===== src/expiring_increment_counter_macros.svh =====
// assertion macros for the expiring increment counter
`ifndef EXPIRING_INCREMENT_COUNTER_MACROS_SVH
`define EXPIRING_INCREMENT_COUNTER_MACROS_SVH

// same-cycle implication, checked outside reset
`define EIC_ASSERT_IMP(lbl, ante, cons, msg) \
  lbl: assert property (@(posedge clk) disable iff (!rst_n) (ante) |-> (cons)) \
    else $error(msg);

// next-cycle implication, checked outside reset
`define EIC_ASSERT_NXT(lbl, ante, cons, msg) \
  lbl: assert property (@(posedge clk) disable iff (!rst_n) (ante) |=> (cons)) \
    else $error(msg);

`endif


===== src/eic_pkg.sv =====
`timescale 1ns / 1ps
`default_nettype none

package eic_pkg;

  // default sizes
  localparam int QUEUE_DEPTH_DEF = 16;
  localparam int TIME_BITS_DEF   = 32;

  // fixed field widths
  localparam int STEP_W    = 8;
  localparam int IN_TIME_W = 32;
  localparam int COUNT_W   = 32;
  localparam int CV_W      = 16;
  localparam int IN_DATA_W = 72;
  localparam int IN_USER_W = 2;
  localparam int OUT_USER_W = 2;

  // opcodes
  localparam logic OP_INC  = 1'b0;
  localparam logic OP_READ = 1'b1;

  // bit positions in tuser
  localparam int IU_OPCODE = 0;
  localparam int IU_NEVER  = 1;
  localparam int OU_ZERO   = 0;
  localparam int OU_REJ    = 1;

  // count update requested from the shared unit
  typedef enum logic [1:0] {
    ACC_HOLD,
    ACC_ADD,
    ACC_SUB
  } acc_op_t;

  typedef struct packed {
    acc_op_t           op;
    logic [STEP_W-1:0] step;
  } unit_ctrl_t;

endpackage

`default_nettype wire


===== src/eic_slot_ram.sv =====
`timescale 1ns / 1ps
`default_nettype none

module eic_slot_ram #(
  parameter int DEPTH = eic_pkg::QUEUE_DEPTH_DEF,
  parameter int WIDTH = eic_pkg::TIME_BITS_DEF + eic_pkg::STEP_W
) (
  input  wire logic                     clk,
  input  wire logic                     wr_en,
  input  wire logic [$clog2(DEPTH)-1:0] wr_addr,
  input  wire logic [WIDTH-1:0]         wr_data,
  input  wire logic                     rd_en,
  input  wire logic [$clog2(DEPTH)-1:0] rd_addr,
  output logic      [WIDTH-1:0]         rd_data
);

  logic [WIDTH-1:0] mem [DEPTH];

  // single write port
  always_ff @(posedge clk) begin
    if (wr_en) begin
      mem[wr_addr] <= wr_data;
    end
  end

  // registered read port
  always_ff @(posedge clk) begin
    if (rd_en) begin
      rd_data <= mem[rd_addr];
    end
  end

endmodule

`default_nettype wire


===== src/eic_cmp_unit.sv =====
`timescale 1ns / 1ps
`default_nettype none

module eic_cmp_unit #(
  parameter int TIME_BITS = eic_pkg::TIME_BITS_DEF
) (
  input  wire logic                         clk,
  input  wire logic                         rst_n,
  input  wire eic_pkg::unit_ctrl_t          ctrl,
  input  wire logic [TIME_BITS-1:0]         key,
  input  wire logic [TIME_BITS-1:0]         slot_expiry,
  output logic                              le,
  output logic [eic_pkg::COUNT_W-1:0]       count
);

  logic [eic_pkg::COUNT_W-1:0] count_r;
  logic [eic_pkg::COUNT_W-1:0] count_nxt;

  // shared expiry compare: slot at or before key
  assign le = (slot_expiry <= key);

  // running count, wraps on add and subtract
  always_comb begin
    count_nxt = count_r;
    case (ctrl.op)
      eic_pkg::ACC_ADD: count_nxt = count_r + eic_pkg::COUNT_W'(ctrl.step);
      eic_pkg::ACC_SUB: count_nxt = count_r - eic_pkg::COUNT_W'(ctrl.step);
      default:          count_nxt = count_r;
    endcase
  end

  always_ff @(posedge clk) begin
    if (!rst_n) begin
      count_r <= '0;
    end else begin
      count_r <= count_nxt;
    end
  end

  assign count = count_r;

endmodule

`default_nettype wire


===== src/expiring_increment_counter.sv =====
// Expiring increment counter with a sorted store of timed increments.
// Input channel in_*: in_tuser marks an increment or a read and whether the
// increment is permanent; in_tdata carries step, expiry time and current time.
// Output channel out_*: exactly one result transfer per input transfer, in
// order; out_tdata holds the low 16 bits of the count on reads, out_tuser the
// zero and rejected flags.
// One item is handled at a time; in_tready is high only while the sequencer
// is idle. The walk over the slot store visits each slot with a memory read,
// then a compare and write: a permanent or rejected increment makes no walk,
// a timed increment walks back over the entries with a later expiry, and a
// read walks over the entries that it clears.
// A finished result sits in the output register; the next item may be taken
// meanwhile, but its result waits until out_tready drains the register.
// Reset (rst_n low, synchronous) clears the count, the slot count, head and tail;
// store contents need no clearing and are read only once written.
`timescale 1ns / 1ps
`default_nettype none
`include "expiring_increment_counter_macros.svh"

module expiring_increment_counter #(
  parameter int QUEUE_DEPTH = eic_pkg::QUEUE_DEPTH_DEF,
  parameter int TIME_BITS   = eic_pkg::TIME_BITS_DEF
) (
  input  wire logic                              clk,
  input  wire logic                              rst_n,
  input  wire logic                              in_tvalid,
  output logic                                   in_tready,
  // [7:0] step, [39:8] expiry_time, [71:40] now
  input  wire logic [eic_pkg::IN_DATA_W-1:0]     in_tdata,
  // [0] opcode, [1] never_expires
  input  wire logic [eic_pkg::IN_USER_W-1:0]     in_tuser,
  output logic                                   out_tvalid,
  input  wire logic                              out_tready,
  // [15:0] count_value
  output logic [eic_pkg::CV_W-1:0]               out_tdata,
  // [0] is_zero, [1] rejected
  output logic [eic_pkg::OUT_USER_W-1:0]         out_tuser
);

  localparam int PTR_W  = $clog2(QUEUE_DEPTH);
  localparam int CNT_W  = $clog2(QUEUE_DEPTH + 1);
  localparam int SLOT_W = TIME_BITS + eic_pkg::STEP_W;

  typedef enum logic [2:0] {
    S_IDLE,
    S_INS_RD,
    S_INS_CMP,
    S_CLR_RD,
    S_CLR_CMP,
    S_DONE
  } state_t;

  // ring pointer helpers
  function automatic logic [PTR_W-1:0] ptr_next(input logic [PTR_W-1:0] p);
    ptr_next = (p == PTR_W'(QUEUE_DEPTH - 1)) ? '0 : p + PTR_W'(1);
  endfunction

  function automatic logic [PTR_W-1:0] ptr_prev(input logic [PTR_W-1:0] p);
    ptr_prev = (p == '0) ? PTR_W'(QUEUE_DEPTH - 1) : p - PTR_W'(1);
  endfunction

  // input field split
  logic [eic_pkg::STEP_W-1:0]    in_step;
  logic [eic_pkg::IN_TIME_W-1:0] in_expiry;
  logic [eic_pkg::IN_TIME_W-1:0] in_now;
  logic                          in_opcode;
  logic                          in_never;

  assign in_step   = in_tdata[7:0];
  assign in_expiry = in_tdata[39:8];
  assign in_now    = in_tdata[71:40];
  assign in_opcode = in_tuser[eic_pkg::IU_OPCODE];
  assign in_never  = in_tuser[eic_pkg::IU_NEVER];

  // registers
  state_t                          state_r, state_nxt;
  logic                            op_r, op_nxt;
  logic [eic_pkg::STEP_W-1:0]      step_r, step_nxt;
  logic [TIME_BITS-1:0]            key_r, key_nxt;
  logic                            rej_r, rej_nxt;
  logic [PTR_W-1:0]                head_r, head_nxt;
  logic [PTR_W-1:0]                tail_r, tail_nxt;
  logic [PTR_W-1:0]                wr_ptr_r, wr_ptr_nxt;
  logic [CNT_W-1:0]                used_r, used_nxt;
  logic [CNT_W-1:0]                rem_r, rem_nxt;
  logic                            out_valid_r, out_valid_nxt;
  logic [eic_pkg::CV_W-1:0]        out_data_r, out_data_nxt;
  logic [eic_pkg::OUT_USER_W-1:0]  out_user_r, out_user_nxt;

  // store and shared unit wiring
  logic              mem_wr_en;
  logic [PTR_W-1:0]  mem_wr_addr;
  logic [SLOT_W-1:0] mem_wr_data;
  logic              mem_rd_en;
  logic [PTR_W-1:0]  mem_rd_addr;
  logic [SLOT_W-1:0] mem_rd_data;

  eic_pkg::unit_ctrl_t         uctrl;
  logic                        slot_le;
  logic [eic_pkg::COUNT_W-1:0] count;

  logic in_xfer;
  logic out_load;

  eic_slot_ram #(
    .DEPTH (QUEUE_DEPTH),
    .WIDTH (SLOT_W)
  ) u_slot_ram (
    .clk     (clk),
    .wr_en   (mem_wr_en),
    .wr_addr (mem_wr_addr),
    .wr_data (mem_wr_data),
    .rd_en   (mem_rd_en),
    .rd_addr (mem_rd_addr),
    .rd_data (mem_rd_data)
  );

  eic_cmp_unit #(
    .TIME_BITS (TIME_BITS)
  ) u_cmp_unit (
    .clk         (clk),
    .rst_n       (rst_n),
    .ctrl        (uctrl),
    .key         (key_r),
    .slot_expiry (mem_rd_data[SLOT_W-1:eic_pkg::STEP_W]),
    .le          (slot_le),
    .count       (count)
  );

  assign in_tready = (state_r == S_IDLE);
  assign in_xfer   = in_tvalid && in_tready;
  assign out_load  = (state_r == S_DONE) && (!out_valid_r || out_tready);

  // sequencer
  always_comb begin
    state_nxt     = state_r;
    op_nxt        = op_r;
    step_nxt      = step_r;
    key_nxt       = key_r;
    rej_nxt       = rej_r;
    head_nxt      = head_r;
    tail_nxt      = tail_r;
    wr_ptr_nxt    = wr_ptr_r;
    used_nxt      = used_r;
    rem_nxt       = rem_r;
    out_valid_nxt = out_valid_r && !out_tready;
    out_data_nxt  = out_data_r;
    out_user_nxt  = out_user_r;

    mem_wr_en   = 1'b0;
    mem_wr_addr = wr_ptr_r;
    mem_wr_data = {key_r, step_r};
    mem_rd_en   = 1'b0;
    mem_rd_addr = head_r;
    uctrl.op    = eic_pkg::ACC_HOLD;
    uctrl.step  = step_r;

    case (state_r)
      S_IDLE: begin
        if (in_xfer) begin
          op_nxt   = in_opcode;
          step_nxt = in_step;
          key_nxt  = (in_opcode == eic_pkg::OP_READ) ? TIME_BITS'(in_now)
                                                     : TIME_BITS'(in_expiry);
          rej_nxt  = 1'b0;
          if (in_opcode == eic_pkg::OP_READ) begin
            state_nxt = S_CLR_RD;
          end else if (in_never) begin
            uctrl.op   = eic_pkg::ACC_ADD;
            uctrl.step = in_step;
            state_nxt  = S_DONE;
          end else if (used_r == CNT_W'(QUEUE_DEPTH)) begin
            rej_nxt   = 1'b1;
            state_nxt = S_DONE;
          end else begin
            uctrl.op   = eic_pkg::ACC_ADD;
            uctrl.step = in_step;
            rem_nxt    = used_r;
            wr_ptr_nxt = tail_r;
            state_nxt  = S_INS_RD;
          end
        end
      end

      // walk back from the tail, reading the entry before the hole
      S_INS_RD: begin
        if (rem_r == '0) begin
          mem_wr_en = 1'b1;
          used_nxt  = used_r + CNT_W'(1);
          tail_nxt  = ptr_next(tail_r);
          state_nxt = S_DONE;
        end else begin
          mem_rd_en   = 1'b1;
          mem_rd_addr = ptr_prev(wr_ptr_r);
          state_nxt   = S_INS_CMP;
        end
      end

      // later expiry moves up one slot, otherwise the new entry fills the hole
      S_INS_CMP: begin
        mem_wr_en = 1'b1;
        if (!slot_le) begin
          mem_wr_data = mem_rd_data;
          wr_ptr_nxt  = ptr_prev(wr_ptr_r);
          rem_nxt     = rem_r - CNT_W'(1);
          state_nxt   = S_INS_RD;
        end else begin
          used_nxt  = used_r + CNT_W'(1);
          tail_nxt  = ptr_next(tail_r);
          state_nxt = S_DONE;
        end
      end

      // read the head entry, the one with the earliest expiry
      S_CLR_RD: begin
        if (used_r == '0) begin
          state_nxt = S_DONE;
        end else begin
          mem_rd_en   = 1'b1;
          mem_rd_addr = head_r;
          state_nxt   = S_CLR_CMP;
        end
      end

      // expired entry leaves the head and its step comes off the count
      S_CLR_CMP: begin
        if (slot_le) begin
          uctrl.op   = eic_pkg::ACC_SUB;
          uctrl.step = mem_rd_data[eic_pkg::STEP_W-1:0];
          head_nxt   = ptr_next(head_r);
          used_nxt   = used_r - CNT_W'(1);
          state_nxt  = S_CLR_RD;
        end else begin
          state_nxt = S_DONE;
        end
      end

      // hand the result to the output register
      S_DONE: begin
        if (out_load) begin
          out_valid_nxt = 1'b1;
          if (op_r == eic_pkg::OP_READ) begin
            out_data_nxt                  = count[eic_pkg::CV_W-1:0];
            out_user_nxt[eic_pkg::OU_ZERO] = (count[eic_pkg::CV_W-1:0] == '0);
          end else begin
            out_data_nxt                  = '0;
            out_user_nxt[eic_pkg::OU_ZERO] = 1'b0;
          end
          out_user_nxt[eic_pkg::OU_REJ] = rej_r;
          state_nxt = S_IDLE;
        end
      end

      default: begin
        state_nxt = S_IDLE;
      end
    endcase
  end

  always_ff @(posedge clk) begin
    if (!rst_n) begin
      state_r     <= S_IDLE;
      head_r      <= '0;
      tail_r      <= '0;
      used_r      <= '0;
      out_valid_r <= 1'b0;
    end else begin
      state_r     <= state_nxt;
      head_r      <= head_nxt;
      tail_r      <= tail_nxt;
      used_r      <= used_nxt;
      out_valid_r <= out_valid_nxt;
    end
    op_r       <= op_nxt;
    step_r     <= step_nxt;
    key_r      <= key_nxt;
    rej_r      <= rej_nxt;
    wr_ptr_r   <= wr_ptr_nxt;
    rem_r      <= rem_nxt;
    out_data_r <= out_data_nxt;
    out_user_r <= out_user_nxt;
  end

  assign out_tvalid = out_valid_r;
  assign out_tdata  = out_data_r;
  assign out_tuser  = out_user_r;

  // checks
  `EIC_ASSERT_IMP(a_used_range, 1'b1, used_r <= CNT_W'(QUEUE_DEPTH), "slot count beyond depth")
  `EIC_ASSERT_IMP(a_ring_empty, used_r == '0, head_r == tail_r, "empty store with head off tail")
  `EIC_ASSERT_IMP(a_rej_full, out_load && rej_r, used_r == CNT_W'(QUEUE_DEPTH), "reject while not full")
  `EIC_ASSERT_NXT(a_one_item, in_xfer, !in_tready, "second item taken while busy")

endmodule

`default_nettype wire


===== config.mk =====
export PLATFORM = sky130hd
export DESIGN_NAME = expiring_increment_counter
export DESIGN_NICKNAME = d
export VERILOG_FILES = /design/src/eic_pkg.sv /design/src/eic_slot_ram.sv /design/src/eic_cmp_unit.sv /design/src/expiring_increment_counter.sv
export VERILOG_INCLUDE_DIRS = /design/src /design/src/src
export SDC_FILE = /design/constraint.sdc
export NUM_CORES = 1
export LEC_CHECK = 0
export BUFFER_PORTS_ARGS = -buffer_cell sky130_fd_sc_hd__buf_2
export CAP_MARGIN = 25
export CORE_MARGIN = 2
export CORE_UTILIZATION = 56
export DETAILED_ROUTE_END_ITERATION = 8
export PLACE_DENSITY = 0.84
export SLEW_MARGIN = 20
export SYNTH_ARGS = -nofsm -noshare
export SYNTH_HDL_FRONTEND = slang
export SYNTH_SLANG_ARGS = --single-unit

===== constraint.sdc =====
create_clock -name clk -period 5.4 [get_ports clk]
set_input_delay 0.81 -clock clk [delete_from_list [all_inputs] [get_ports clk]]
set_output_delay 0.81 -clock clk [all_outputs]
set_load 0.1 [all_outputs]

==> results.sh <==
export IMPL_path_max_fanout=4
export IMPL_wl_mm=72.9
export IMPL_power_w=0.0192
export IMPL_place_congestion=0.879
export IMPL_synthFlopType="edfxtp_1"
export IMPL_slew_violations=0
export IMPL_synth_seq_cells=782
export IMPL_path_class="reg -> reg"
export IMPL_core_um2=57600
export IMPL_synth_avg_cell_area_um2=18.3
export IMPL_tns_ns=-0.0671
export IMPL_nFillCells=3626
export IMPL_synth_top_family_by_area="multiplexers"
export IMPL_final_area_um2=37000
export IMPL_max_freq_mhz=184
export IMPL_track_usage=0.243
export IMPL_drtIter0Drc=2122
export IMPL_violations="negative setup slack"
export IMPL_htree_num_levels=3
export IMPL_critPathRequiredTime_ns=5.94
export IMPL_synthSimpleGateAreaFrac=0.0446
export IMPL_fin_skew_ns=0.0270
export IMPL_initial_utilization=0.566
export IMPL_pre_cts_slack_ns=-0.387
export IMPL_cts_buffer_depth=3
export IMPL_ys_warn_count=0
export IMPL_grt_pass1_vias=17849
export IMPL_p_leak_nw=12.5
export IMPL_antenna_cells=0
export IMPL_synth_cell_types=70
export IMPL_fin_nets=2069
export IMPL_grt_pass1_wl_mm=108
export IMPL_cp_arrival_ns=5.98
export IMPL_placed_cell_area_um2=34200
export IMPL_seq_area_frac_synth=0.710
export IMPL_root_buffer="clkbuf_16"
export IMPL_die_area_um2=60100
export IMPL_antenna_found_initial=0
export IMPL_status="complete, but fails checks"
export IMPL_peakVddDrop_v=0.000406
export IMPL_portBuffers=97
export IMPL_clk_pin_slew_ns=0.06
export IMPL_numCtsBuffers=75
export IMPL_io_pins=98
export IMPL_hp_class="in -> reg"
export IMPL_finalCritPeriodShare=1.01
export IMPL_layout_drive_gt1_share=0.283
export IMPL_synth_compound_area_frac=0.0454
export IMPL_synth_adder_area_share=0.0246
export IMPL_r2r_setup_slack_ns=-0.04
export IMPL_tightest_slew_ns=1.03
export IMPL_fp_dieH_um=245
export IMPL_synth_mux_area_frac=0.152
export IMPL_routedWlPerCell_um=26.5
export IMPL_syn_nets=1921
export IMPL_synth_area_um2=32600
export IMPL_layout_cells_most_common_list="edfxtp_1 (749), mux4_2 (160), buf_2 (97)"
export IMPL_clk_latency_ns=0.62
export IMPL_die_w_um=245
export IMPL_rsz0062_at_grt="true"
export IMPL_overflow=0
export IMPL_layout_commonest_cell="edfxtp_1"
export IMPL_via_per_inst=6.49
export IMPL_hpwl_mm=37.9
export IMPL_firstDrtPassIters=7
export IMPL_vias=17824
export IMPL_syn_inst=1780
export IMPL_synth_xor_area_frac=0.00564
export IMPL_grt_start_max_net_pins=97
export IMPL_cts_tree="yes"
export IMPL_async_reset_ff_frac=0
export IMPL_period_minus_slack_ns=5.44
export IMPL_synth_enable_flop_cells=749
export IMPL_clock_sinks=782
export IMPL_finalSetupViolCount=2
export IMPL_postCtsHoldBufs=0
export IMPL_rows=88
export IMPL_critPathLaunchType="flop"
export IMPL_relSlewSlack=0.308
export IMPL_drcViolationCount=0
export IMPL_drtAntennaViolNets=0
export IMPL_power_density_nw_per_um2=519
export IMPL_max_cap_violations=0
export IMPL_hold_violations=0
export IMPL_area_delta_synth_final_pct=13.6
export IMPL_fin_ws_ns=-0.0387
export IMPL_setup_worst_path_end_class="flop"
-- routing by layer --
metal  vias to the layer above  share of wire  track usage
met5                         -              0            0
met4                         0          0.034       0.0888
met3                       192          0.093       0.0467
met2                      1110           0.49        0.394
met1                      9068           0.38        0.330
li1                       7454              -            -
-- final cells by class --
type,count,area (um^2),share of cell area
Clock inverter,39,424,0.0115
Inverter,55,206,0.00558
Clock buffer,92,2000,0.0541
Multi-Input combinational cell,860,9240,0.249
Timing Repair Buffer,154,1040,0.0281
Tap cell,765,957,0.0259
Sequential cell,782,23200,0.625
-- state kept, by name (all words and copies together), names as in the netlist --
name	count
u_slot_ram.rd_data	40
used_r	5
mem_wr_addr	4
out_tvalid	1
key_r	32
step_r	8
tail_r	4
head_r	4
op_r	1
state_r	3
u_cmp_unit.count	16
u_slot_ram.mem	640
rej_r	1
rem_r	5
out_tuser	2
out_tdata	16
-- logic make-up after synthesis --
family,Yosys count
flops,782
mux,286
simple gates,264
compound gates,226
buf+inv,138
fa+ha+maj,63
xor+xnor,21
-- stage by stage --
| step | util | hold WS (ns) | cells |
|---|---|---|---|
| after floorplan | - | 0.400 | 1780 |
| after global placement | 0.593 | 0.401 | 2597 |
| after detailed placement | 0.594 | 0.418 | 2598 |
| after CTS | 0.637 | 0.382 | 2732 |
| after global routing | 0.643 | 0.390 | 2747 |
| final | 0.643 | 0.409 | 2747 |
-- worst max-delay path, cell delays in order, from the launching register on --
cell	delay, ns
edfxtp_1	0.37
inv_1	0.11
ha_4	0.29
nand4_1	0.25
buf_4	0.25
nor4_4	0.43
and2_4	0.25
a31oi_4	0.05
a211oi_4	0.28
nor2_4	0.09
a222oi_1	0.34
buf_4	0.20
ha_4	0.19
nor2_1	0.10
a21o_1	0.12
inv_1	0.06
fa_1	0.42
nand2b_1	0.17
a21boi_2	0.15
o21ai_0	0.14
a21oi_1	0.28
o21a_1	0.18
o21ai_1	0.13
a21oi_1	0.25
nand2_1	0.11
o211ai_1	0.12
-- final timing paths --
check	startpoint	to	cells after the start
setup / recovery	key_r[26]	u_cmp_unit.count[12]	25
setup reg to reg	key_r[26]	u_cmp_unit.count[12]	25
hold reg to reg	rej_r	out_tuser[1]	0
hold / removal	in_tdata[2]	step_r[2]	1
-- what timing repair did --
action,CTS,global route
buffers inserted,3,15
pin swaps,4,26
hold endpoints to repair,0,0
endpoints found under the setup margin,11,11
resized for setup,6,44
-- cell usage after synthesis, drive strengths merged (3+ instances only) --
cell type | number | area (um^2)
mux4 | 160 | 3600
nand2b | 11 | 68.8
a311oi | 4 | 52.6
or3 | 3 | 18.8
mux2i | 52 | 524
xor2 | 8 | 70.1
dfxtp | 33 | 661
nor3 | 7 | 35.0
clkbuf | 50 | 188
nor4 | 7 | 50.1
or2 | 4 | 25.0
nand2 | 53 | 199
nor2b | 55 | 344
mux2 | 74 | 833
inv | 55 | 206
o21a | 8 | 60.1
nand4 | 12 | 87.6
nand3b | 3 | 22.5
a21oi | 81 | 405
o21ai | 35 | 175
ha | 61 | 763
o31ai | 4 | 30.0
a21o | 6 | 45.0
nor2 | 37 | 141
nand3 | 14 | 70.1
o211ai | 4 | 35.0
a21boi | 6 | 45.0
o41ai | 7 | 61.3
xnor2 | 13 | 114
a211oi | 45 | 350
buf | 33 | 164
a31oi | 7 | 43.8
and2 | 47 | 295
edfxtp | 749 | 22500
-- report_power, final --
part           switching (W)  internal [W]  total, W
clock network        0.00220       0.00303   0.00523
logic                0.00342       0.00246   0.00588
registers           0.000286       0.00783   0.00812
total                0.00590        0.0133    0.0192
Note: power is estimated with default switching activity, not from simulation.
